==> config.mk <==
export PLATFORM = sky130hd
export DESIGN_NAME = key_click_event_detector_core
export DESIGN_NICKNAME = d
export VERILOG_FILES = /design/src/hdl/kced_pkg.sv /design/src/hdl/kced_ctrl.sv /design/src/hdl/kced_datapath.sv /design/src/hdl/key_click_event_detector_core.sv
export SDC_FILE = /design/constraint.sdc
export NUM_CORES = 1
export LEC_CHECK = 0
export BUFFER_PORTS_ARGS = -buffer_cell sky130_fd_sc_hd__clkbuf_2
export CAP_MARGIN = 20
export CORE_ASPECT_RATIO = 1.4
export CORE_MARGIN = 8
export CORE_UTILIZATION = 50
export DETAILED_ROUTE_END_ITERATION = 7
export PLACE_DENSITY = 0.67
export SLEW_MARGIN = 0
export SYNTH_ARGS = -nofsm -noshare
export SYNTH_HDL_FRONTEND = slang
export SYNTH_SLANG_ARGS = --single-unit
==> constraint.sdc <==
create_clock -name clock -period 10.08 [get_ports clock]
set_input_delay 0 -clock clock [delete_from_list [all_inputs] [get_ports clock]]
set_output_delay 0 -clock clock [all_outputs]
set_load 0.02 [all_outputs]
==> src/hdl/kced_pkg.sv <==
// Shared types, codes and constants of the key click event detector.
`timescale 1ns / 1ps

package kced_pkg;

   // Default sizes for the top-level parameters.
   localparam int DEF_NUM_KEYS  = 4;
   localparam int DEF_TIME_BITS = 32;

   // Field widths of the items.
   localparam int HELD_BITS = 4;
   localparam int NOW_BITS  = 32;
   localparam int CFG_BITS  = 16;
   localparam int CSR_IDX_BITS = 2;

   // Register reset values.
   localparam logic [CFG_BITS-1:0] DEBOUNCE_RESET   = 16'd20;
   localparam logic [CFG_BITS-1:0] LONG_PRESS_RESET = 16'd800;
   localparam logic [CFG_BITS-1:0] DOUBLE_GAP_RESET = 16'd300;

   // Register indexes.
   localparam logic [CSR_IDX_BITS-1:0] CSR_DEBOUNCE   = 2'd0;
   localparam logic [CSR_IDX_BITS-1:0] CSR_LONG_PRESS = 2'd1;
   localparam logic [CSR_IDX_BITS-1:0] CSR_DOUBLE_GAP = 2'd2;

   // Event code bases, the key index is added to them.
   localparam logic [7:0] CODE_SINGLE_BASE = 8'h01;
   localparam logic [7:0] CODE_DOUBLE_BASE = 8'h51;
   localparam logic [7:0] CODE_LONG_BASE   = 8'h81;

   typedef enum logic [1:0] {
      EV_NONE   = 2'd0,
      EV_SINGLE = 2'd1,
      EV_DOUBLE = 2'd2,
      EV_LONG   = 2'd3
   } event_kind_type;

   typedef enum logic [1:0] {
      MODE_IDLE    = 2'd0,
      MODE_CONFIRM = 2'd1,
      MODE_PRESSED = 2'd2,
      MODE_LONG    = 2'd3
   } key_mode_type;

   typedef enum logic [1:0] {
      ST_IDLE = 2'd0,
      ST_SCAN = 2'd1,
      ST_POST = 2'd2
   } ctl_state_type;

   typedef struct packed {
      logic [HELD_BITS-1:0] held_mask;
      logic [NOW_BITS-1:0]  now_ms;
   } req_item_type;

   typedef struct packed {
      logic [1:0] event_kind;
      logic [1:0] key_number;
      logic [7:0] event_code;
   } rsp_item_type;

   // Commands from the controller to the datapath.
   typedef struct packed {
      logic load;
      logic step;
      logic publish;
   } ctl_cmd_type;

   // Status from the datapath to the controller.
   typedef struct packed {
      logic key_event;
      logic last_key;
      logic out_free;
   } ctl_status_type;

endpackage

==> src/hdl/kced_ctrl.sv <==
// Scan controller: accepts an item, walks the keys, hands the result out.
`timescale 1ns / 1ps

module kced_ctrl (
   input  logic                    clock,
   input  logic                    reset,
   input  logic                    req_valid,
   output logic                    req_stall,
   input  kced_pkg::ctl_status_type status,
   output kced_pkg::ctl_cmd_type    cmd
);

   kced_pkg::ctl_state_type state_ff, state_in;

   // State register.
   always_ff @(posedge clock) begin
      if (reset) begin
         state_ff <= kced_pkg::ST_IDLE;
      end else begin
         state_ff <= state_in;
      end
   end

   // Next state.
   always_comb begin
      state_in = state_ff;
      case (state_ff)
         kced_pkg::ST_IDLE: begin
            if (req_valid) begin
               state_in = kced_pkg::ST_SCAN;
            end
         end
         kced_pkg::ST_SCAN: begin
            if (status.key_event || status.last_key) begin
               state_in = kced_pkg::ST_POST;
            end
         end
         kced_pkg::ST_POST: begin
            if (status.out_free) begin
               state_in = kced_pkg::ST_IDLE;
            end
         end
         default: begin
            state_in = kced_pkg::ST_IDLE;
         end
      endcase
   end

   // Outputs.
   always_comb begin
      req_stall   = 1'b1;
      cmd.load    = 1'b0;
      cmd.step    = 1'b0;
      cmd.publish = 1'b0;
      case (state_ff)
         kced_pkg::ST_IDLE: begin
            req_stall = 1'b0;
            cmd.load  = req_valid;
         end
         kced_pkg::ST_SCAN: begin
            cmd.step = 1'b1;
         end
         kced_pkg::ST_POST: begin
            cmd.publish = status.out_free;
         end
         default: begin
            req_stall = 1'b1;
         end
      endcase
   end

endmodule

==> src/hdl/kced_datapath.sv <==
// Key state store, per-key update logic, registers and result register.
`timescale 1ns / 1ps

module kced_datapath #(
   parameter int NUM_KEYS  = kced_pkg::DEF_NUM_KEYS,
   parameter int TIME_BITS = kced_pkg::DEF_TIME_BITS
) (
   input  logic                                clock,
   input  logic                                reset,
   input  kced_pkg::req_item_type              req_data,
   input  logic                                rsp_stall,
   output logic                                rsp_valid,
   output kced_pkg::rsp_item_type              rsp_data,
   input  logic                                csr_write,
   input  logic [kced_pkg::CSR_IDX_BITS-1:0]   csr_index,
   input  logic [kced_pkg::CFG_BITS-1:0]       csr_wdata,
   input  kced_pkg::ctl_cmd_type               cmd,
   output kced_pkg::ctl_status_type            status
);

   localparam int IDX_BITS = (NUM_KEYS > 1) ? $clog2(NUM_KEYS) : 1;
   localparam logic [IDX_BITS-1:0] LAST_IDX = IDX_BITS'(NUM_KEYS - 1);

   // Configuration registers.
   logic [kced_pkg::CFG_BITS-1:0] debounce_ff, long_press_ff, double_gap_ff;

   // Per-key state.
   kced_pkg::key_mode_type mode_ff    [NUM_KEYS];
   logic                   pending_ff [NUM_KEYS];
   logic [TIME_BITS-1:0]   press_ff   [NUM_KEYS];
   logic [TIME_BITS-1:0]   release_ff [NUM_KEYS];

   // Captured item and scan position.
   logic [TIME_BITS-1:0] now_ff;
   logic [NUM_KEYS-1:0]  held_ff, held_in;
   logic [IDX_BITS-1:0]  idx_ff;

   // Scan result and output register.
   kced_pkg::event_kind_type res_kind_ff;
   logic [IDX_BITS-1:0]      res_key_ff;
   logic                     rsp_valid_ff, rsp_valid_in;
   kced_pkg::rsp_item_type   rsp_data_ff, rsp_data_in;

   // Current key update.
   kced_pkg::key_mode_type   mode_cur, mode_in;
   kced_pkg::event_kind_type kind;
   logic                     pend_cur, pend_in, held;
   logic                     press_we, release_we;
   logic [TIME_BITS-1:0]     el_press, el_release;
   logic                     gap_over, debounce_done, long_done;
   logic [7:0]               code_base;

   // Register writes; unknown indexes are dropped.
   always_ff @(posedge clock) begin
      if (reset) begin
         debounce_ff   <= kced_pkg::DEBOUNCE_RESET;
         long_press_ff <= kced_pkg::LONG_PRESS_RESET;
         double_gap_ff <= kced_pkg::DOUBLE_GAP_RESET;
      end else if (csr_write) begin
         case (csr_index)
            kced_pkg::CSR_DEBOUNCE:   debounce_ff   <= csr_wdata;
            kced_pkg::CSR_LONG_PRESS: long_press_ff <= csr_wdata;
            kced_pkg::CSR_DOUBLE_GAP: double_gap_ff <= csr_wdata;
            default: begin
            end
         endcase
      end
   end

   // Spread the held bits over the keys; keys past the mask are never held.
   always_comb begin
      held_in = '0;
      for (int i = 0; i < NUM_KEYS; i++) begin
         if (i < kced_pkg::HELD_BITS) begin
            held_in[i] = req_data.held_mask[2'(i)];
         end
      end
   end

   // Item capture and scan index.
   always_ff @(posedge clock) begin
      if (cmd.load) begin
         now_ff  <= TIME_BITS'(req_data.now_ms);
         held_ff <= held_in;
         idx_ff  <= '0;
      end else if (cmd.step && (idx_ff != LAST_IDX)) begin
         idx_ff <= idx_ff + 1'b1;
      end
   end

   // Wrapping time differences for the visited key.
   assign mode_cur      = mode_ff[idx_ff];
   assign pend_cur      = pending_ff[idx_ff];
   assign held          = held_ff[idx_ff];
   assign el_press      = now_ff - press_ff[idx_ff];
   assign el_release    = now_ff - release_ff[idx_ff];
   assign gap_over      = el_release > TIME_BITS'(double_gap_ff);
   assign debounce_done = el_press >= TIME_BITS'(debounce_ff);
   assign long_done     = el_press >= TIME_BITS'(long_press_ff);

   // Key machine for the visited key.
   always_comb begin
      mode_in    = mode_cur;
      pend_in    = pend_cur;
      press_we   = 1'b0;
      release_we = 1'b0;
      kind       = kced_pkg::EV_NONE;
      case (mode_cur)
         kced_pkg::MODE_IDLE: begin
            if (pend_cur && gap_over) begin
               pend_in = 1'b0;
               kind    = kced_pkg::EV_SINGLE;
            end else if (held) begin
               press_we = 1'b1;
               mode_in  = kced_pkg::MODE_CONFIRM;
            end
         end
         kced_pkg::MODE_CONFIRM: begin
            if (!held) begin
               mode_in = kced_pkg::MODE_IDLE;
            end else if (debounce_done) begin
               press_we = 1'b1;
               mode_in  = kced_pkg::MODE_PRESSED;
            end
         end
         kced_pkg::MODE_PRESSED: begin
            if (!held) begin
               mode_in = kced_pkg::MODE_IDLE;
               if (!pend_cur) begin
                  pend_in    = 1'b1;
                  release_we = 1'b1;
               end else if (!gap_over) begin
                  pend_in = 1'b0;
                  kind    = kced_pkg::EV_DOUBLE;
               end else begin
                  release_we = 1'b1;
               end
            end else if (long_done) begin
               mode_in = kced_pkg::MODE_LONG;
            end
         end
         default: begin
            if (!held) begin
               mode_in = kced_pkg::MODE_IDLE;
               pend_in = 1'b0;
               kind    = kced_pkg::EV_LONG;
            end
         end
      endcase
   end

   // Control state of the keys.
   always_ff @(posedge clock) begin
      if (reset) begin
         for (int i = 0; i < NUM_KEYS; i++) begin
            mode_ff[i]    <= kced_pkg::MODE_IDLE;
            pending_ff[i] <= 1'b0;
         end
      end else if (cmd.step) begin
         mode_ff[idx_ff]    <= mode_in;
         pending_ff[idx_ff] <= pend_in;
      end
   end

   // Time stamps of the keys.
   always_ff @(posedge clock) begin
      if (reset) begin
         for (int i = 0; i < NUM_KEYS; i++) begin
            press_ff[i]   <= '0;
            release_ff[i] <= '0;
         end
      end else if (cmd.step) begin
         if (press_we) begin
            press_ff[idx_ff] <= now_ff;
         end
         if (release_we) begin
            release_ff[idx_ff] <= now_ff;
         end
      end
   end

   // Scan result: the first key with an event ends the scan.
   always_ff @(posedge clock) begin
      if (cmd.load) begin
         res_kind_ff <= kced_pkg::EV_NONE;
         res_key_ff  <= '0;
      end else if (cmd.step && (kind != kced_pkg::EV_NONE)) begin
         res_kind_ff <= kind;
         res_key_ff  <= idx_ff;
      end
   end

   // Event code from the kind and the key index.
   always_comb begin
      case (res_kind_ff)
         kced_pkg::EV_SINGLE: code_base = kced_pkg::CODE_SINGLE_BASE;
         kced_pkg::EV_DOUBLE: code_base = kced_pkg::CODE_DOUBLE_BASE;
         kced_pkg::EV_LONG:   code_base = kced_pkg::CODE_LONG_BASE;
         default:             code_base = 8'h00;
      endcase
   end

   // Output register, loaded when it is empty or being taken.
   always_comb begin
      rsp_data_in = rsp_data_ff;
      if (res_kind_ff == kced_pkg::EV_NONE) begin
         rsp_data_in.event_kind = 2'(kced_pkg::EV_NONE);
         rsp_data_in.key_number = 2'd0;
         rsp_data_in.event_code = 8'h00;
      end else begin
         rsp_data_in.event_kind = 2'(res_kind_ff);
         rsp_data_in.key_number = 2'(res_key_ff);
         rsp_data_in.event_code = 8'(code_base + 8'(res_key_ff));
      end
      if (cmd.publish) begin
         rsp_valid_in = 1'b1;
      end else begin
         rsp_valid_in = rsp_valid_ff && rsp_stall;
      end
   end

   always_ff @(posedge clock) begin
      if (reset) begin
         rsp_valid_ff <= 1'b0;
      end else begin
         rsp_valid_ff <= rsp_valid_in;
      end
   end

   always_ff @(posedge clock) begin
      if (cmd.publish) begin
         rsp_data_ff <= rsp_data_in;
      end
   end

   assign rsp_valid        = rsp_valid_ff;
   assign rsp_data         = rsp_data_ff;
   assign status.key_event = cmd.step && (kind != kced_pkg::EV_NONE);
   assign status.last_key  = idx_ff == LAST_IDX;
   assign status.out_free  = !rsp_valid_ff || !rsp_stall;

   // A published item shows as valid on the next cycle.
   a_publish_valid: assert property (@(posedge clock) disable iff (reset)
      cmd.publish |=> rsp_valid_ff)
      else $error("published item not presented");

   // The scan advances one key per step until the last key.
   a_scan_advance: assert property (@(posedge clock) disable iff (reset)
      (cmd.step && !cmd.load && (idx_ff != LAST_IDX)) |=>
         (idx_ff == $past(idx_ff) + 1'b1))
      else $error("scan index did not advance");

   // An item without an event carries all-zero fields.
   a_none_zero: assert property (@(posedge clock) disable iff (reset)
      (rsp_valid_ff && (rsp_data_ff.event_kind == 2'(kced_pkg::EV_NONE))) |->
         ((rsp_data_ff.event_code == 8'h00) && (rsp_data_ff.key_number == 2'd0)))
      else $error("empty result has nonzero fields");

endmodule

==> src/hdl/key_click_event_detector_core.sv <==
// Top level of the key click event detector: controller plus datapath.
//
//   Channel  Direction  Handshake                Payload
//   req      in         req_valid / req_stall    req_data  (held_mask, now_ms)
//   rsp      out        rsp_valid / rsp_stall    rsp_data  (event_kind, key_number, event_code)
//   csr      in         csr_valid / csr_ready    csr_index, csr_wdata
//
// One item passes through the accept state, a visit to each scanned key through the shared key
// update logic, and the loading of the output register.
// A scan stops at the first key with an event or at the last key.
// Reset is synchronous: all keys go idle with no pending click, registers take defaults.
// A new item is accepted while the previous result waits in the output register;
// a scan result waits for the output register to free up when rsp_stall is high.
`timescale 1ns / 1ps

module key_click_event_detector_core #(
   parameter int NUM_KEYS  = kced_pkg::DEF_NUM_KEYS,
   parameter int TIME_BITS = kced_pkg::DEF_TIME_BITS
) (
   input  logic                               clock,
   input  logic                               reset,
   input  logic                               req_valid,
   output logic                               req_stall,
   input  kced_pkg::req_item_type             req_data,
   output logic                               rsp_valid,
   input  logic                               rsp_stall,
   output kced_pkg::rsp_item_type             rsp_data,
   input  logic                               csr_valid,
   output logic                               csr_ready,
   input  logic [kced_pkg::CSR_IDX_BITS-1:0]  csr_index,
   input  logic [kced_pkg::CFG_BITS-1:0]      csr_wdata
);

   kced_pkg::ctl_cmd_type    cmd;
   kced_pkg::ctl_status_type status;

   // Register writes are taken in any cycle.
   assign csr_ready = 1'b1;

   kced_ctrl u_ctrl (
      .clock     (clock),
      .reset     (reset),
      .req_valid (req_valid),
      .req_stall (req_stall),
      .status    (status),
      .cmd       (cmd)
   );

   kced_datapath #(
      .NUM_KEYS  (NUM_KEYS),
      .TIME_BITS (TIME_BITS)
   ) u_datapath (
      .clock     (clock),
      .reset     (reset),
      .req_data  (req_data),
      .rsp_stall (rsp_stall),
      .rsp_valid (rsp_valid),
      .rsp_data  (rsp_data),
      .csr_write (csr_valid && csr_ready),
      .csr_index (csr_index),
      .csr_wdata (csr_wdata),
      .cmd       (cmd),
      .status    (status)
   );

endmodule
==> key figures <==
Hold path
  – Worst Hold Class: in -> reg

Critical path
  – CP Capture Type: flop
  – Critical path type: reg -> reg
  – CP top delay family: simple AND/OR/NAND/NOR gates
  – WP data arrival: 8.18 ns
  – Maximum fanout along the worst path: 45
  – Req. time, crit path: 10.23 ns
  – CP cell instances: mux4_2 > ha_1 > fa_1 > nand2b_1 > a21oi_1 > o21ai_0 > nand2b_1 > xor2_1 > ha_1 > a21o_1 > a221o_1 > a221oi_1 > a31oi_1 > nor4_4 > nand4b_1 > or3_4 > a31o_4 > nor3_4 > buf_4 > or2_2
  – Crit path largest cell delay: 0.95 ns
  – Crit start category: flop
  – Slowest-stage cell, CP: dfxtp_4
  – Critical path buffer and inverter count: 1

Logic synthesis
  – Top-area cell type share of the netlist area: 45.2%
  – Async set or reset register ratio after synthesis: 0%
  – Number of synthesized flops with an enable pin: 311
  – Sequential share of the synthesized area: 50.9%
  – Number of synthesized register bits: 370
  – Dominant cell type by area after synthesis: edfxtp_1
  – Mean post-synth cell area: 11.5 um2
  – Main synth FF type: edfxtp_1
  – Mapped Cells: 1803
  – Synth top area cells: edfxtp_1, mux4_2, ha_1
  – Library cells used by synthesis: 85
  – Yosys Warn Count: 0
  – Post-Syn Area: 20700 um2

Floorplanning
  – Height of the die: 257 um
  – DIE AREA: 48200 um2
  – Core Box Area: 41000 um2
  – Rows: 88
  – I/O Pins: 74
  – Die width: 188 um
  – Initial Util: 50.5%

Power
  – Clock share of power: 24.2%
  – Internal power: 3820 uW
  – P per Cell Area: 264 nW/um2
  – Sequential share of power: 32.3%
  – Comb power frac: 43.5%
  – P_sw: 2360 uW
  – LEAKAGE: 0.00948 uW
  – Max VDD drop: 0.130 mV
  – Switching part of the total: 38.1%

Global routing
  – Gr usage total: 22.0%
  – First-pass GRT wire length: 83600 um
  – Grt total ovfl: 0
  – Vias in the first global route: 14600
  – Largest net degree at the start of global routing: 71
  – Initial antenna violation count: 0

Timing
  – Setup TNS: 0 ns
  – Tcrit/Tclk final: 79.6%
  – Final setup viols: 0
  – Post-layout min period: 8.03 ns
  – RSZ-0062 raised after global routing: no
  – Fmax: 125 MHz
  – Final Max Tran Viols: 0
  – Hold Fails Final Rpt: 0
  – Actual slew at the worst max-slew pin: 1.03 ns
  – Slew headroom: 31.4%
  – Worst Skew: 0.0135 ns

Clock tree
  – Worst-Skew Late Latency: 0.54 ns
  – CTS tree: done
  – Clock Sink Count: 370
  – Clock transition at path regs: 0.06 ns
  – # H-tree levels: 2
  – CTS Buf Count: 39
  – Post-cts resize count: 0
  – Root buffer cell: clkbuf_16
  – Max Buffers Root-to-Sink: 3

Detailed routing
  – Pre-Repair DR Iteration Count: 5
  – WL final: 54000 um
  – # DRC: 0
  – Via-to-Cell Ratio: 5.89
  – Via count: 14600
  – Iteration-0 DRC Markers: 1141
  – Post-route ant nets: 0
  – WL/cell: 21.7 um

Cells and area
  – Area of the multi-input gates: 9340 um2
  – Total Nets Final: 2093
  – Register area: 10500 um2
  – Cell Count, Final, Fillers Out: 2485
  – # diodes: 0
  – Layout filler cell count: 3451
  – Fraction of layout cells with a size suffix above 1: 13.3%
  – Area Overhead vs Synth: 13.1%

Placed design
  – I/O Buffers: 68
  – DPL Wire Length: 36600 um
  – Final Wtd Congestion: 0.913
  – Placed insts: 2362

Job
  – Maxcap violations: 0

Status
  – Status: finished, final reports clean
==> sequential cells by signal, summed over array words and instances, names as in the netlist, named ones only <==
signal,count
u_ctrl.state_ff,2
u_datapath.debounce_ff,16
u_datapath.double_gap_ff,16
u_datapath.held_ff,2
u_datapath.idx_ff,2
u_datapath.long_press_ff,16
u_datapath.mode_ff,8
u_datapath.now_ff,32
u_datapath.pending_ff,4
u_datapath.press_ff,128
u_datapath.release_ff,128
u_datapath.res_key_ff,2
u_datapath.res_kind_ff,2
u_datapath.rsp_data,9
u_datapath.rsp_valid,1
==> tightest hold or removal path, cell delays in order <==
cell      delay (ns)
clkbuf_2        0.13
nor3b_2         0.05
buf_4           0.20
nand2_1         0.08
a21oi_1         0.05
==> power groups by stage <==
stage          clock network [uW]  registers [uW]  logic, uW
2_1_floorplan                   0            1900       2060
3_3_place_gp                    0            2020       2590
3_5_place_dp                    0            2030       2640
4_1_cts                      1530            2000       2670
5_1_grt                      1580            2020       2960
6_report                     1500            1990       2690
==> layout by cell type (no fill, tap or decap), types with 6 or more instances in the layout <==
cell,netlist,routed
nand2_1,153,153
o21bai_1,10,10
or3_1,7,7
clkinv_1,0,6
dlygate4sd3_1,1,54
ha_1,115,115
o211ai_1,11,11
a21oi_1,118,118
xor2_1,18,18
and2_1,68,68
xnor2_1,22,22
clkbuf_1,69,7
nor2b_1,19,17
clkbuf_16,0,42
buf_4,6,23
o21a_1,22,22
nand4_1,19,19
a211oi_1,6,6
a211o_1,17,17
mux4_2,65,65
conb_1,2,37
nor4_1,8,8
a21o_1,50,50
o21ai_1,7,7
nand3_1,15,15
and3_1,166,166
o21ai_0,39,39
clkbuf_2,3,68
nor3_1,25,24
nand2b_1,15,15
nor2_1,74,73
mux2i_1,9,9
a31oi_1,17,17
dfxtp_1,59,57
inv_1,124,123
edfxtp_1,311,311
==> layout make-up <==
class                           instances  share of cell area, %
Clock buffer                           53                   4.78
Clock inverter                         16                  0.888
Inverter                              124                   1.99
Multi-Input combinational cell       1238                   39.9
Sequential cell                       370                   45.0
Tap cell                              540                   2.89
Timing Repair Buffer                  144                   4.48
==> Yosys cell counts, types with 19 or more instances <==
cell and number:
nand2_1 153, o21ai_0 39, a21oi_1 118, xnor2_1 22, and3_1 166, and2_1 68
ha_1 115, edfxtp_1 311, mux4_2 65, dfxtp_1 59, nor2b_1 19, o21a_1 22
nor2_1 74, inv_1 124, nor3_1 25, nand4_1 19, clkbuf_1 69, a21o_1 50
==> path summary, 6_finish.rpt <==
path	to	slack [ns]	from	depth (start not counted)
max	u_datapath.press_ff[0][27]	2.05	flop	20
min	u_datapath.debounce_ff[13]	0.02	csr_index[0]	5
max reg2reg	u_datapath.press_ff[0][27]	2.05	flop	20
min reg2reg	u_datapath.long_press_ff[3]	0.46	u_datapath.long_press_ff[3]	2
==> what timing repair did <==
item	CTS	global route
hold buffers	54	0
endpoints found under the hold margin	98	0
buffers inserted	0	0
==> through the flow <==
stage	setup WS [ns]	hold WS [ns]	utilization, %	area (um2)	power [uW]
CTS	2.08	0.00102	57.1	23400	6200
detailed placement	2.09	0.179	52.5	21500	4670
finish	2.05	0.0214	57.1	23400	6180
global placement	2.20	0.178	52.5	21500	4610
floorplan	3.53	0.0989	-	20800	3960
global route	1.68	0.0367	57.1	23400	6560
==> metal layers <==
metal / share of wire (%) / up-vias / track usage (%) / routed length (um)
met1: 40 / 7192 / 26.8 / 21800
met5: 0 / - / 0 / 0
met3: 5.0 / 103 / 2.93 / 2720
met2: 50 / 446 / 38.6 / 27200
met4: 4.3 / 0 / 9.56 / 2330
li1: - / 6898 / - / -
==> logic make-up after synthesis <==
logic type                 synth area share, %
and+or+nand+nor                           16.0
DFF                                       50.9
AOI/OAI and AO/OA                         11.8
buffers and inverters                     4.73
adders and majority gates                 7.15
muxes                                     7.68
xor gates and xnor gates                  1.69
other                                   0.0363
No activity file was read; power rests on OpenSTA's default activity.
